==> src/design/ttc_pkg.sv <==
// ----------------------------------------------------------------------------
// ttc_pkg
// Shared types and constants of the tick time counter: operation codes,
// register indexes, field widths and the controller/datapath interface.
// ----------------------------------------------------------------------------
package ttc_pkg;

    localparam int FREQ_BITS      = 32;
    localparam int SEC_BITS       = 32;
    localparam int US_BITS        = 20;
    localparam int AMT_BITS       = 16;
    localparam int OP_BITS        = 3;
    localparam int PER_US_BITS    = 13;
    localparam int PER_MS_BITS    = 23;
    localparam int DELAY_N_BITS   = 13;
    localparam int CFG_INDEX_BITS = 1;
    localparam int S_TDATA_BITS   = 72;
    localparam int M_TDATA_BITS   = 56;
    // Quotient bits produced when a 32-bit value is divided.
    localparam int FRAC_STEPS     = 32;

    localparam logic [CFG_INDEX_BITS-1:0] REG_TICK_FREQUENCY = 1'b0;
    localparam logic [CFG_INDEX_BITS-1:0] REG_COUNT_ENABLE   = 1'b1;

    localparam logic [FREQ_BITS-1:0]    MICROS_PER_SEC = 32'd1000000;
    localparam logic [FREQ_BITS-1:0]    MILLIS_PER_SEC = 32'd1000;
    localparam logic [AMT_BITS-1:0]     DELAY_LIMIT    = 16'd5000;
    localparam logic [US_BITS-1:0]      US_MAX         = 20'd999999;
    localparam logic [SEC_BITS-1:0]     SEC_MAX        = 32'hFFFF_FFFF;
    localparam logic [FREQ_BITS-1:0]    FREQ_RESET     = 32'd18000000;
    localparam logic [PER_US_BITS-1:0]  PER_US_RESET   =
        PER_US_BITS'(FREQ_RESET / MICROS_PER_SEC);
    localparam logic [PER_MS_BITS-1:0]  PER_MS_RESET   =
        PER_MS_BITS'(FREQ_RESET / MILLIS_PER_SEC);

    // Reciprocals of one million and one thousand, scaled by 2^50 and 2^38
    // and rounded up. The product with any 32-bit frequency, shifted right by
    // the scale, is the exact quotient.
    localparam int               PER_US_SHIFT = 50;
    localparam int               PER_MS_SHIFT = 38;
    localparam logic [FREQ_BITS-1:0] PER_US_RECIP = 32'd1125899907;
    localparam logic [FREQ_BITS-1:0] PER_MS_RECIP = 32'd274877907;

    typedef enum logic [OP_BITS-1:0] {
        OP_TICK  = 3'd0,
        OP_SET   = 3'd1,
        OP_GET   = 3'd2,
        OP_START = 3'd3,
        OP_POLL  = 3'd4
    } op_t;

    typedef enum logic [2:0] {
        MUL_SEC_FREQ,
        MUL_US_PER_US,
        MUL_DELAY,
        MUL_PER_US,
        MUL_PER_MS
    } mul_sel_t;

    typedef enum logic [1:0] {
        DIV_SEC,
        DIV_US
    } div_mode_t;

    typedef struct packed {
        logic      load_item;
        logic      count_tick;
        logic      count_load;
        logic      mul_en;
        mul_sel_t  mul_sel;
        logic      acc_load;
        logic      delay_latch;
        logic      poll_eval;
        logic      div_start;
        div_mode_t div_mode;
        logic      cap_seconds;
        logic      cap_micros;
        logic      cap_per_us;
        logic      cap_per_ms;
        logic      emit;
    } dp_cmd_t;

    typedef struct packed {
        logic div_done;
        logic freq_zero;
        logic per_us_zero;
    } dp_stat_t;

endpackage

==> src/design/ttc_div.sv <==
// ----------------------------------------------------------------------------
// ttc_div
// Restoring divider, one quotient bit per cycle. The dividend is loaded
// left aligned; after the requested number of steps the quotient sits in
// the low bits of quo and the remainder in rem.
// ----------------------------------------------------------------------------
module ttc_div #(
    parameter int COUNT_BITS = 64
) (
    input  logic                              aclk,
    input  logic                              aresetn,
    input  logic                              start,
    input  logic [COUNT_BITS-1:0]             dividend,
    input  logic [31:0]                       divisor,
    input  logic [$clog2(COUNT_BITS+1)-1:0]   steps,
    output logic [COUNT_BITS-1:0]             quo,
    output logic [31:0]                       rem,
    output logic                              done
);

    localparam int STEP_BITS = $clog2(COUNT_BITS + 1);

    logic [COUNT_BITS-1:0] quo_reg;
    logic [31:0]           rem_reg;
    logic [31:0]           divisor_reg;
    logic [STEP_BITS-1:0]  steps_reg;
    logic [32:0]           shifted;
    logic [32:0]           diff;
    logic                  fits;

    assign shifted = {rem_reg, quo_reg[COUNT_BITS-1]};
    assign diff    = shifted - {1'b0, divisor_reg};
    assign fits    = shifted >= {1'b0, divisor_reg};

    always_ff @(posedge aclk) begin
        if (!aresetn) begin
            steps_reg <= '0;
        end else if (start) begin
            steps_reg <= steps;
        end else if (steps_reg != '0) begin
            steps_reg <= steps_reg - 1'b1;
        end
    end

    // The remainder stays below the divisor, so its top bit is never needed.
    always_ff @(posedge aclk) begin
        if (start) begin
            quo_reg     <= dividend;
            rem_reg     <= '0;
            divisor_reg <= divisor;
        end else if (steps_reg != '0) begin
            quo_reg <= {quo_reg[COUNT_BITS-2:0], fits};
            rem_reg <= fits ? diff[31:0] : shifted[31:0];
        end
    end

    assign quo  = quo_reg;
    assign rem  = rem_reg;
    assign done = (steps_reg == '0);

`ifndef NO_ASSERTIONS
    a_start_idle: assert property (@(posedge aclk) disable iff (!aresetn)
        start |-> done)
        else $error("divider started while busy");

    a_start_busy: assert property (@(posedge aclk) disable iff (!aresetn)
        start |=> !done)
        else $error("divider did not become busy after start");

    a_count_down: assert property (@(posedge aclk) disable iff (!aresetn)
        (!done && !start) |=> (steps_reg == $past(steps_reg) - 1'b1))
        else $error("divider step count skipped");
`endif

endmodule

==> src/design/ttc_dp.sv <==
// ----------------------------------------------------------------------------
// ttc_dp
// Datapath of the tick time counter: configuration registers, the counter,
// delay origin and target, a shared multiplier, the divider and the result
// register.
// ----------------------------------------------------------------------------
module ttc_dp
    import ttc_pkg::*;
#(
    parameter int COUNT_BITS = 64
) (
    input  logic                      aclk,
    input  logic                      aresetn,
    input  logic                      cfg_we,
    input  logic [CFG_INDEX_BITS-1:0] cfg_index,
    input  logic [FREQ_BITS-1:0]      cfg_wdata,
    input  logic [S_TDATA_BITS-1:0]   s_tdata,
    input  dp_cmd_t                   cmd,
    output dp_stat_t                  stat,
    output logic [M_TDATA_BITS-1:0]   m_tdata
);

    localparam int STEP_BITS = $clog2(COUNT_BITS + 1);

    logic [FREQ_BITS-1:0]    freq_reg;
    logic                    enable_reg;
    logic [PER_US_BITS-1:0]  per_us_reg;
    logic [PER_MS_BITS-1:0]  per_ms_reg;
    logic [COUNT_BITS-1:0]   count_reg;
    logic [COUNT_BITS-1:0]   origin_reg;
    logic [31:0]             target_reg;

    logic [SEC_BITS-1:0]     sec_in_reg;
    logic [US_BITS-1:0]      us_in_reg;
    logic [AMT_BITS-1:0]     amt_reg;
    logic                    ms_reg;
    logic [63:0]             mul_reg;
    logic [63:0]             acc_reg;
    logic [SEC_BITS-1:0]     sec_res_reg;
    logic [US_BITS-1:0]      us_res_reg;
    logic                    done_res_reg;
    logic [M_TDATA_BITS-1:0] out_data_reg;

    logic [DELAY_N_BITS-1:0] delay_n;
    logic [31:0]             mul_a;
    logic [31:0]             mul_b;
    logic [63:0]             mul_prod;
    logic [63:0]             set_sum;
    logic [COUNT_BITS-1:0]   elapsed;
    logic                    reached;

    logic [COUNT_BITS-1:0]   div_dividend;
    logic [31:0]             div_divisor;
    logic [STEP_BITS-1:0]    div_steps;
    logic [COUNT_BITS-1:0]   div_quo;
    logic [31:0]             div_rem;
    logic                    div_done;

    ttc_div #(
        .COUNT_BITS (COUNT_BITS)
    ) u_div (
        .aclk     (aclk),
        .aresetn  (aresetn),
        .start    (cmd.div_start),
        .dividend (div_dividend),
        .divisor  (div_divisor),
        .steps    (div_steps),
        .quo      (div_quo),
        .rem      (div_rem),
        .done     (div_done)
    );

    assign delay_n = (amt_reg > DELAY_LIMIT) ? DELAY_LIMIT[DELAY_N_BITS-1:0]
                                             : amt_reg[DELAY_N_BITS-1:0];

    always_comb begin
        mul_a = '0;
        mul_b = '0;
        case (cmd.mul_sel)
            MUL_SEC_FREQ: begin
                mul_a = sec_in_reg;
                mul_b = freq_reg;
            end
            MUL_US_PER_US: begin
                mul_a = 32'(us_in_reg);
                mul_b = 32'(per_us_reg);
            end
            MUL_DELAY: begin
                mul_a = 32'(delay_n);
                mul_b = ms_reg ? 32'(per_ms_reg) : 32'(per_us_reg);
            end
            MUL_PER_US: begin
                mul_a = freq_reg;
                mul_b = PER_US_RECIP;
            end
            MUL_PER_MS: begin
                mul_a = freq_reg;
                mul_b = PER_MS_RECIP;
            end
            default: ;
        endcase
    end

    assign mul_prod = 64'(mul_a) * 64'(mul_b);
    assign set_sum  = acc_reg + mul_reg;
    assign elapsed  = count_reg - origin_reg;
    assign reached  = elapsed >= COUNT_BITS'(target_reg);

    // 32-bit dividends are placed in the top bits so that 32 steps suffice.
    always_comb begin
        div_dividend = count_reg;
        div_divisor  = freq_reg;
        div_steps    = STEP_BITS'(COUNT_BITS);
        case (cmd.div_mode)
            DIV_SEC: begin
                div_dividend = count_reg;
                div_divisor  = freq_reg;
                div_steps    = STEP_BITS'(COUNT_BITS);
            end
            DIV_US: begin
                div_dividend = COUNT_BITS'(div_rem) << (COUNT_BITS - 32);
                div_divisor  = 32'(per_us_reg);
                div_steps    = STEP_BITS'(FRAC_STEPS);
            end
            default: ;
        endcase
    end

    always_ff @(posedge aclk) begin
        if (!aresetn) begin
            freq_reg   <= FREQ_RESET;
            enable_reg <= 1'b0;
            per_us_reg <= PER_US_RESET;
            per_ms_reg <= PER_MS_RESET;
            count_reg  <= '0;
            origin_reg <= '0;
            target_reg <= '0;
        end else begin
            if (cfg_we && cfg_index == REG_TICK_FREQUENCY) begin
                freq_reg <= cfg_wdata;
            end
            if (cfg_we && cfg_index == REG_COUNT_ENABLE) begin
                enable_reg <= cfg_wdata[0];
            end
            if (cmd.cap_per_us) begin
                per_us_reg <= mul_prod[PER_US_SHIFT +: PER_US_BITS];
            end
            if (cmd.cap_per_ms) begin
                per_ms_reg <= mul_prod[PER_MS_SHIFT +: PER_MS_BITS];
            end
            if (cmd.count_tick && enable_reg) begin
                count_reg <= count_reg + COUNT_BITS'(1);
            end else if (cmd.count_load) begin
                count_reg <= set_sum[COUNT_BITS-1:0];
            end
            if (cmd.delay_latch) begin
                target_reg <= mul_reg[31:0];
                origin_reg <= count_reg;
            end
        end
    end

    always_ff @(posedge aclk) begin
        if (cmd.load_item) begin
            sec_in_reg   <= s_tdata[31:0];
            us_in_reg    <= s_tdata[51:32];
            amt_reg      <= s_tdata[67:52];
            ms_reg       <= s_tdata[68];
            sec_res_reg  <= '0;
            us_res_reg   <= '0;
            done_res_reg <= 1'b0;
        end else begin
            if (cmd.cap_seconds) begin
                if (freq_reg == '0 || div_quo > COUNT_BITS'(SEC_MAX)) begin
                    sec_res_reg <= SEC_MAX;
                end else begin
                    sec_res_reg <= div_quo[SEC_BITS-1:0];
                end
            end
            if (cmd.cap_micros) begin
                us_res_reg <= (div_quo[31:0] > 32'(US_MAX)) ? US_MAX
                                                            : div_quo[US_BITS-1:0];
            end
            if (cmd.poll_eval) begin
                done_res_reg <= reached;
            end
        end
        if (cmd.mul_en) begin
            mul_reg <= mul_prod;
        end
        if (cmd.acc_load) begin
            acc_reg <= mul_reg;
        end
        if (cmd.emit) begin
            out_data_reg <= {3'b000, done_res_reg, us_res_reg, sec_res_reg};
        end
    end

    assign stat.div_done    = div_done;
    assign stat.freq_zero   = (freq_reg == '0);
    assign stat.per_us_zero = (per_us_reg == '0);
    assign m_tdata          = out_data_reg;

endmodule

==> src/design/ttc_ctrl.sv <==
// ----------------------------------------------------------------------------
// ttc_ctrl
// Controller of the tick time counter: sequences each operation through the
// datapath, owns the input and output handshakes and recomputes the per-unit
// tick counts after a frequency write.
// ----------------------------------------------------------------------------
module ttc_ctrl
    import ttc_pkg::*;
(
    input  logic               aclk,
    input  logic               aresetn,
    input  logic               s_tvalid,
    output logic               s_tready,
    input  logic [OP_BITS-1:0] in_op,
    output logic               m_tvalid,
    input  logic               m_tready,
    input  logic               freq_write,
    input  dp_stat_t           stat,
    output dp_cmd_t            cmd
);

    typedef enum logic [3:0] {
        ST_IDLE,
        ST_RECALC_MS,
        ST_TICK,
        ST_POLL,
        ST_SET_A,
        ST_SET_B,
        ST_SET_C,
        ST_START_A,
        ST_START_B,
        ST_GET,
        ST_GET_SEC,
        ST_GET_US,
        ST_EMIT
    } state_t;

    state_t state_reg, state_next;
    logic   out_valid_reg, out_valid_next;
    logic   pend_reg, pend_next;
    logic   accept;
    logic   emit_fire;

    assign s_tready  = (state_reg == ST_IDLE) && !pend_reg && !freq_write;
    assign accept    = s_tvalid && s_tready;
    assign emit_fire = (state_reg == ST_EMIT) && (!out_valid_reg || m_tready);

    always_comb begin
        cmd            = '0;
        cmd.mul_sel    = MUL_SEC_FREQ;
        cmd.div_mode   = DIV_SEC;
        state_next     = state_reg;
        pend_next      = pend_reg || freq_write;
        out_valid_next = out_valid_reg && !m_tready;

        unique case (state_reg)
            ST_IDLE: begin
                if (accept) begin
                    cmd.load_item = 1'b1;
                    unique case (in_op)
                        OP_TICK:  state_next = ST_TICK;
                        OP_SET:   state_next = ST_SET_A;
                        OP_GET:   state_next = ST_GET;
                        OP_START: state_next = ST_START_A;
                        OP_POLL:  state_next = ST_POLL;
                        default:  state_next = ST_EMIT;
                    endcase
                end else if (pend_reg && !freq_write) begin
                    // Ticks per unit come from a reciprocal multiplication.
                    cmd.cap_per_us = 1'b1;
                    cmd.mul_sel    = MUL_PER_US;
                    pend_next      = 1'b0;
                    state_next     = ST_RECALC_MS;
                end
            end
            ST_RECALC_MS: begin
                cmd.cap_per_ms = 1'b1;
                cmd.mul_sel    = MUL_PER_MS;
                state_next     = ST_IDLE;
            end
            ST_TICK: begin
                cmd.count_tick = 1'b1;
                state_next     = ST_EMIT;
            end
            ST_POLL: begin
                cmd.poll_eval = 1'b1;
                state_next    = ST_EMIT;
            end
            ST_SET_A: begin
                cmd.mul_en  = 1'b1;
                cmd.mul_sel = MUL_SEC_FREQ;
                state_next  = ST_SET_B;
            end
            ST_SET_B: begin
                cmd.acc_load = 1'b1;
                cmd.mul_en   = 1'b1;
                cmd.mul_sel  = MUL_US_PER_US;
                state_next   = ST_SET_C;
            end
            ST_SET_C: begin
                cmd.count_load = 1'b1;
                state_next     = ST_EMIT;
            end
            ST_START_A: begin
                cmd.mul_en  = 1'b1;
                cmd.mul_sel = MUL_DELAY;
                state_next  = ST_START_B;
            end
            ST_START_B: begin
                cmd.delay_latch = 1'b1;
                state_next      = ST_EMIT;
            end
            ST_GET: begin
                // With no frequency the seconds saturate and no division runs.
                if (stat.freq_zero) begin
                    cmd.cap_seconds = 1'b1;
                    state_next      = ST_EMIT;
                end else begin
                    cmd.div_start = 1'b1;
                    cmd.div_mode  = DIV_SEC;
                    state_next    = ST_GET_SEC;
                end
            end
            ST_GET_SEC: begin
                if (stat.div_done) begin
                    cmd.cap_seconds = 1'b1;
                    if (stat.per_us_zero) begin
                        state_next = ST_EMIT;
                    end else begin
                        cmd.div_start = 1'b1;
                        cmd.div_mode  = DIV_US;
                        state_next    = ST_GET_US;
                    end
                end
            end
            ST_GET_US: begin
                if (stat.div_done) begin
                    cmd.cap_micros = 1'b1;
                    state_next     = ST_EMIT;
                end
            end
            ST_EMIT: begin
                if (emit_fire) begin
                    cmd.emit       = 1'b1;
                    out_valid_next = 1'b1;
                    state_next     = ST_IDLE;
                end
            end
            default: state_next = ST_IDLE;
        endcase
    end

    always_ff @(posedge aclk) begin
        if (!aresetn) begin
            state_reg     <= ST_IDLE;
            out_valid_reg <= 1'b0;
            pend_reg      <= 1'b0;
        end else begin
            state_reg     <= state_next;
            out_valid_reg <= out_valid_next;
            pend_reg      <= pend_next;
        end
    end

    assign m_tvalid = out_valid_reg;

`ifndef NO_ASSERTIONS
    a_one_at_a_time: assert property (@(posedge aclk) disable iff (!aresetn)
        (s_tvalid && s_tready) |=> !s_tready)
        else $error("second item accepted while one is in flight");

    a_result_from_emit: assert property (@(posedge aclk) disable iff (!aresetn)
        $rose(m_tvalid) |-> $past(state_reg == ST_EMIT))
        else $error("result shown without finishing an operation");

    a_freq_blocks_input: assert property (@(posedge aclk) disable iff (!aresetn)
        freq_write |=> !s_tready)
        else $error("input accepted before per-unit ticks were refreshed");
`endif

endmodule

==> src/design/tick_time_counter_sec_us.sv <==
// ----------------------------------------------------------------------------
// tick_time_counter_sec_us
// Tick counter with seconds/microseconds conversion and delay polling.
//
// Channel  Dir  Handshake            Payload
// s_       in   s_tvalid / s_tready  s_tuser op, s_tdata operands
// m_       out  m_tvalid / m_tready  m_tdata seconds, microseconds, done
// cfg_     in   cfg_we               cfg_index, cfg_wdata
//
// One item is in work at a time. Tick and poll update the counter or the
// done flag; set time multiplies seconds and microseconds and loads the
// counter; start delay multiplies and latches the target; unknown ops go
// straight to the result. Get time runs the restoring divider, which yields
// one quotient bit per cycle (COUNT_BITS bits of seconds, then 32 bits of
// microseconds). A frequency write recomputes ticks per microsecond and per
// millisecond by reciprocal multiplication; s_tready stays low from the
// write until both are recomputed. Reset is synchronous; there is no
// clearing pass. A result waits in the output register while the next item
// is taken; that item's result is held back until the waiting one transfers.
// ----------------------------------------------------------------------------
module tick_time_counter_sec_us
    import ttc_pkg::*;
#(
    parameter int COUNT_BITS = 64
) (
    input  logic                      aclk,
    input  logic                      aresetn,
    input  logic                      cfg_we,
    input  logic [CFG_INDEX_BITS-1:0] cfg_index,
    input  logic [FREQ_BITS-1:0]      cfg_wdata,
    input  logic                      s_tvalid,
    output logic                      s_tready,
    // [31:0] set_seconds, [51:32] set_microseconds, [67:52] delay_amount,
    // [68] delay_in_ms, [71:69] zero
    input  logic [S_TDATA_BITS-1:0]   s_tdata,
    // [2:0] op
    input  logic [OP_BITS-1:0]        s_tuser,
    output logic                      m_tvalid,
    input  logic                      m_tready,
    // [31:0] seconds, [51:32] microseconds, [52] delay_done, [55:53] zero
    output logic [M_TDATA_BITS-1:0]   m_tdata
);

    dp_cmd_t  cmd;
    dp_stat_t stat;
    logic     freq_write;

    assign freq_write = cfg_we && (cfg_index == REG_TICK_FREQUENCY);

    ttc_ctrl u_ctrl (
        .aclk       (aclk),
        .aresetn    (aresetn),
        .s_tvalid   (s_tvalid),
        .s_tready   (s_tready),
        .in_op      (s_tuser),
        .m_tvalid   (m_tvalid),
        .m_tready   (m_tready),
        .freq_write (freq_write),
        .stat       (stat),
        .cmd        (cmd)
    );

    ttc_dp #(
        .COUNT_BITS (COUNT_BITS)
    ) u_dp (
        .aclk      (aclk),
        .aresetn   (aresetn),
        .cfg_we    (cfg_we),
        .cfg_index (cfg_index),
        .cfg_wdata (cfg_wdata),
        .s_tdata   (s_tdata),
        .cmd       (cmd),
        .stat      (stat),
        .m_tdata   (m_tdata)
    );

endmodule
==> config.mk <==
export PLATFORM = sky130hd
export DESIGN_NAME = tick_time_counter_sec_us
export DESIGN_NICKNAME = d
export VERILOG_FILES = /design/src/design/ttc_pkg.sv /design/src/design/ttc_div.sv /design/src/design/ttc_dp.sv /design/src/design/ttc_ctrl.sv /design/src/design/tick_time_counter_sec_us.sv
export SDC_FILE = /design/constraint.sdc
export NUM_CORES = 2
export LEC_CHECK = 0
export BUFFER_PORTS_ARGS = -buffer_cell sky130_fd_sc_hd__clkbuf_2
export CAP_MARGIN = 20
export CORE_ASPECT_RATIO = 1.25
export CORE_MARGIN = 3
export CORE_UTILIZATION = 63
export CTS_BUF_LIST = sky130_fd_sc_hd__clkbuf_8
export DETAILED_ROUTE_END_ITERATION = 6
export PLACE_DENSITY = 0.8
export SLEW_MARGIN = 0
export SYNTH_ARGS = -nofsm -noshare
export SYNTH_HDL_FRONTEND = slang
export SYNTH_HIERARCHICAL = 1
export SYNTH_SLANG_ARGS = --single-unit
==> constraint.sdc <==
create_clock -name aclk -period 13.2 [get_ports aclk]
set_clock_uncertainty 0.15 [all_clocks]
set_input_delay 0.66 -clock aclk [delete_from_list [all_inputs] [get_ports aclk]]
set_output_delay 0.66 -clock aclk [all_outputs]
set_load 0.02 [all_outputs]
Word-level counts from Yosys, hierarchy flattened
Index checks and enable logic that the tools add are counted.
{"block": "op_classes", "n_addsub": 5, "mul": 1, "magnitude_cmp": 5, "n_eq_ne": 25, "n_mux": 54, "bitwise": 1, "reduce_logical": 29}
{"operator": "$mux 64", "n": 5}
{"operator": "$pmux 32 s5", "n": 1}
{"operator": "$pmux 32 s4", "n": 1}
{"operator": "$add 64x1->64 const B", "n": 1}
{"operator": "$add 64x64->64", "n": 1}
{"operator": "$ge 64x32->1", "n": 1}
{"operator": "$gt 64x32->1 const B", "n": 1}
{"operator": "$mul 32x32->64", "n": 1}
{"operator": "$mux 32", "n": 2}
{"operator": "$sub 64x64->64", "n": 1}
{"operator": "$pmux 4 s9", "n": 1}
{"operator": "$ge 33x32->1", "n": 1}
{"operator": "$gt 32x20->1 const B", "n": 1}
{"operator": "$logic_not 32->1", "n": 1}
{"operator": "$sub 32x32->32", "n": 1}
{"operator": "$mux 13", "n": 2}
{"operator": "$mux 4", "n": 6}
{"operator": "$mux 23", "n": 1}
{"operator": "$mux 1", "n": 22}
{"operator": "$mux 7", "n": 3}
{"operator": "$eq 4x4->1 const B", "n": 5}
{"operator": "$mux 20", "n": 1}
{"operator": "$pmux 4 s5", "n": 1}
{"operator": "$eq 4x3->1 const B", "n": 4}
{"operator": "other kinds (28)", "n": 55}
{"block": "word_totals", "regBits": 673, "input_bits": 113, "output_inout_bits": 58, "word_cells": 145}

Longest topological paths before layout
{"block": "logic_depth", "word_depth": 11, "ltp_mapped": 41, "mapped_depth_nobuf": 37}

Hierarchy
Netlist, hierarchy kept.
{"mod": "ttc_dp", "n_inst": 1, "cells_per_inst": 7178, "area_per_inst_um2": 62668.9}
{"mod": "ttc_div", "n_inst": 1, "cells_per_inst": 649, "area_per_inst_um2": 7141.8}
{"mod": "ttc_ctrl", "n_inst": 1, "cells_per_inst": 91, "area_per_inst_um2": 628.1}
{"mod": "tick_time_counter_sec_us", "n_inst": 1, "cells_per_inst": 1, "area_per_inst_um2": 13.8}

Worst setup path before layout
OpenSTA, ideal clock, no wires.
{"block": "synth_timing", "path_type": "input port to flip-flop", "start": "input port cfg_we", "end": "register u_dp.per_us_reg[1]", "setup_ns": 0.120, "arrival_ns": 9.984, "t_required_ns": 12.930, "setup_slack_ns": 2.947, "stages": 36, "n_path_buf": 4, "path_cell_list": "nor2b_4 nand3b_1 o21ai_0 buf_1 buf_1 clkbuf_1 mux2i_1 o21ai_1 clkbuf_1 nand2_1 fa_1 inv_1 fa_1 inv_1 fa_1 inv_1 fa_1 inv_1 fa_1 fa_1 fa_1 fa_1 inv_1 ha_1 a21o_1 a21o_1 a221oi_1 nand2_1 a31oi_4 o31ai_2 a41oi_2 o21ai_1 a221o_1 a21o_1 xor2_1 a211o_1"}
{"item": "start, declared", "line": "tick_time_counter_sec_us.sv:28", "source": "input logic cfg_we,"}
{"item": "end signal, assigned", "line": "ttc_dp.sv:146", "source": "per_us_reg <= mul_prod[PER_US_SHIFT +: PER_US_BITS];"}
{"item": "end, declared", "line": "ttc_dp.sv:27", "source": "logic [PER_US_BITS-1:0] per_us_reg;"}

==> impl_metrics.sql <==
INSERT INTO impl_metrics (metric_group, metric, value, unit) VALUES
('timing', 'slew_violations', '0', ''),
('min_path', 'hold_path.class', 'primary input to register', ''),
('cells_and_area', 'finalNonFillerCells', '9575', ''),
('clocking', 'cts.repair_timing.setup_buffer_count', '0', ''),
('synth', 'dominant_synthesized_flop_cell', 'sky130_fd_sc_hd__edfxtp_1', ''),
('synth', 'yosys_register_bits', '673', ''),
('min_path', 'hold_path_startpoint', 'm_tready', ''),
('synth', 'syn-mean-instance-area', '8.897', 'µm²'),
('clocking', 'worst_setup_hold_path_clk_slew', '0.06', 'ns'),
('synth', 'synth_async_sr_flop_share', '0', ''),
('die', 'design.die.area', '115900', 'µm²'),
('cells_and_area', 'most-common-layout-cells', 'sky130_fd_sc_hd__inv_1 (1157), sky130_fd_sc_hd__nand2_1 (1123), sky130_fd_sc_hd__fa_1 (899)', ''),
('grt', 'initial_antenna_violation_count', '9', ''),
('clocking', 'cts_buffers', '99', ''),
('detailed_routing', 'vias', '58970', ''),
('clocking', 'cts_h_tree_depth', '3', ''),
('clocking', 'clock-sinks', '673', ''),
('worst_setup_path', 'critPathRequiredTime', '13.71', 'ns'),
('worst_setup_path', 'worstReg2RegStart', 'u_ctrl/state_reg[2]', ''),
('synth', 'synth_area', '70450', 'µm²'),
('die', 'coreArea', '110400', 'µm²'),
('placed_design', 'io_buffer_count', '164', ''),
('timing', 'setup_viol', '0', ''),
('die', 'die-width', '305.1', 'µm'),
('cells_and_area', 'flow.area_growth_from_synthesis', '8.187', '%'),
('worst_setup_path', 'critical_path_arrival', '12.89', 'ns'),
('placed_design', 'dpl.hpwl', '180400', 'µm'),
('detailed_routing', 'wl_final', '229700', 'µm'),
('timing', 'timing.final.crit_period', '12.38', 'ns'),
('die', 'num_io_pins', '171', ''),
('synth', 'synth_enable_flop_cells', '346', ''),
('detailed_routing', 'detail_route.first_pass.iterations', '7', ''),
('clocking', 'worstSkewPairLatency', '0.81', 'ns'),
('grt', 'first_global_vias', '59920', ''),
('placed_design', 'finalWeightedCongestion', '1.031', ''),
('placed_design', 'total_placed_instance_area', '72950', 'µm²'),
('grt', 'global_route.overflow_total', '0', ''),
('flow_run', 'maxCapViolations', '0', ''),
('detailed_routing', 'antenna_left', '0', ''),
('detailed_routing', 'routedWlPerCell', '23.99', 'µm'),
('clocking', 'max-clock-path-buffers', '3', ''),
('grt', 'maximum_number_of_pins_on_one_net_before_global_route_repair', '143', ''),
('timing', 'clock.fmax', '0.08077', 'GHz'),
('clocking', 'cts.hold.buffers_added', '101', ''),
('grt', 'track_usage', '0.3948', ''),
('clocking', 'post_cts_resized', '0', ''),
('detailed_routing', 'routed_via_density', '6.159', ''),
('worst_setup_path', 'worst-path-max-fanout', '34', ''),
('timing', 'actual_transition_at_the_worst_max_transition_pin', '1.389', 'ns'),
('synth', 'seq_area_frac_synth', '0.2404', ''),
('placed_design', 'place.detailed.instances', '9275', ''),
('clocking', 'buffer_cell_driving_the_clock_tree_root', 'sky130_fd_sc_hd__clkbuf_8', ''),
('timing', 'setup_total_negative_slack', '0', 'ns'),
('cells_and_area', 'mostFrequentLayoutCell', 'sky130_fd_sc_hd__inv_1', ''),
('timing', 'max-slew-margin-rel', '0.07426', ''),
('detailed_routing', 'drt_first_iter_violations', '5683', ''),
('synth', 'ys.warnings.count', '6', ''),
('detailed_routing', 'drc', '24', ''),
('synth', 'syn-instance-count', '7919', ''),
('worst_setup_path', 'crit_path_top_delay_cell', 'sky130_fd_sc_hd__a221o_1', ''),
('die', 'die_height', '379.9', 'µm'),
('run_status', 'failing_checks', 'DRC', ''),
('synth', 'ys_types', '110', ''),
('run_status', 'outcome', 'complete, but fails checks', ''),
('cells_and_area', 'drive_above_1_share', '0.08070', ''),
('worst_setup_path', 'crit_path_frequent_cell', 'sky130_fd_sc_hd__fa_1', ''),
('worst_setup_path', 'worst_setup_path_start_kind', 'register', ''),
('grt', 'global_route_wire_length_before_repair', '349000', 'µm'),
('timing', 'rsz0062_at_grt', 'false', ''),
('die', 'placement_rows', '136', ''),
('worst_setup_path', 'end_kind', 'register', ''),
('clocking', 'tritoncts_clock_tree', 'yes', ''),
('die', 'start_util', '0.6379', ''),
('worst_setup_path', 'critical_path.startpoint', 'u_ctrl/state_reg[2]', ''),
('cells_and_area', 'final_design_area_no_fill', '76220', 'µm²'),
('worst_setup_path', 'cp_slowest_stage_delay', '0.82', 'ns'),
('worst_setup_path', 'crit_type', 'register to register', ''),
('timing', 'finalCritPeriodShare', '0.9380', ''),
('timing', 'hold_violations', '0', ''),
('cells_and_area', 'finalNetCount', '9503', '');
[synthesized netlist by cell type, types with 13 or more instances]
cell type,number,share of area
sky130_fd_sc_hd__edfxtp_1,346,0.15
sky130_fd_sc_hd__and3_1,40,0.0036
sky130_fd_sc_hd__inv_1,1127,0.060
sky130_fd_sc_hd__o221ai_1,19,0.0024
sky130_fd_sc_hd__a221oi_1,21,0.0026
sky130_fd_sc_hd__a21o_1,156,0.017
sky130_fd_sc_hd__mux2i_1,156,0.022
sky130_fd_sc_hd__ha_1,456,0.081
sky130_fd_sc_hd__or3_1,15,0.0013
sky130_fd_sc_hd__nand2b_1,55,0.0049
sky130_fd_sc_hd__buf_2,21,0.0015
sky130_fd_sc_hd__dfxtp_1,327,0.093
sky130_fd_sc_hd__a21oi_1,366,0.026
sky130_fd_sc_hd__nand4_1,72,0.0064
sky130_fd_sc_hd__o21ai_0,166,0.012
sky130_fd_sc_hd__nand3b_1,13,0.0014
sky130_fd_sc_hd__buf_1,30,0.0016
sky130_fd_sc_hd__o22ai_1,15,0.0013
sky130_fd_sc_hd__xor2_1,86,0.011
sky130_fd_sc_hd__nand3_1,104,0.0074
sky130_fd_sc_hd__a22oi_1,29,0.0031
sky130_fd_sc_hd__a31oi_1,51,0.0045
sky130_fd_sc_hd__a211oi_1,60,0.0064
sky130_fd_sc_hd__o21a_1,31,0.0033
sky130_fd_sc_hd__o21ai_1,26,0.0018
sky130_fd_sc_hd__fa_1,899,0.26
sky130_fd_sc_hd__o31ai_1,22,0.0023
sky130_fd_sc_hd__nor2b_1,46,0.0041
sky130_fd_sc_hd__nor3b_1,15,0.0016
sky130_fd_sc_hd__o211ai_1,34,0.0036
sky130_fd_sc_hd__or2_2,16,0.0014
sky130_fd_sc_hd__xnor2_1,111,0.014
sky130_fd_sc_hd__o21bai_1,39,0.0042
sky130_fd_sc_hd__clkbuf_1,372,0.020
sky130_fd_sc_hd__mux2_2,71,0.011
sky130_fd_sc_hd__a21boi_0,13,0.0014
sky130_fd_sc_hd__nor2_1,855,0.046
sky130_fd_sc_hd__nand2_1,1124,0.060
sky130_fd_sc_hd__nand4b_1,13,0.0016
sky130_fd_sc_hd__nor4_1,40,0.0036
sky130_fd_sc_hd__and2_1,111,0.0099
sky130_fd_sc_hd__nor3_1,141,0.010
[worst paths after layout]
check | endpoint | slack (ns) | cells after the start
hold reg to reg | u_dp/m_tdata[3] | 0.28 | 0
hold / removal | u_ctrl/m_tvalid | 0.06 | 4
setup / recovery | u_dp/per_us_reg[11] | 0.82 | 31
setup reg to reg | u_dp/per_us_reg[11] | 0.82 | 31
[cell type report]
type	count	area (µm²)
multi-input combinational	5691	47840
fill	8556	34220
sequential	673	16940
inverter	1129	4243
timing repair buffer	441	3241
tap	1449	1813
clock buffer	118	1624
clock inverter	64	496.7
antenna	10	25.02
[through the flow]
step           hold WS [ns]    util  setup slack, ns
5_1_grt             0.03918  0.6901           0.5214
3_5_place_dp         0.2627  0.6606            1.236
3_3_place_gp         0.2601  0.6605            1.365
6_report            0.06054  0.6902           0.8190
2_1_floorplan        0.2505       -            2.947
4_1_cts            0.007966  0.6889            1.025
[cells by family after synthesis]
kind of cell	synth area share
and+or+nand+nor	0.1688
buffers and inverters	0.08411
adders and majority gates	0.3364
AOI/OAI and AO/OA	0.1121
DFF	0.2404
muxes	0.03351
xor gates and xnor gates	0.02449
other	0.0001066
[critical path: cells and delay by family, from the launching register on]
kind,cells,cell delay [ns]
compound gates,11,4.79
fa+ha+maj,9,4.35
simple gates,7,1.61
buf+inv,4,0.69
flops,1,0.62
[routing by layer]
metal,track usage,vias to the layer above,wire (µm)
met1,0.4544,28626,79020
met3,0.06888,979,19570
li1,-,26085,-
met2,0.6377,3280,106200
met5,0,-,0
met4,0.3426,0,24940
Power is left out: the tool's default activity adds up to more than one toggle a clock period on the data nets, which glitch-free logic cannot reach.
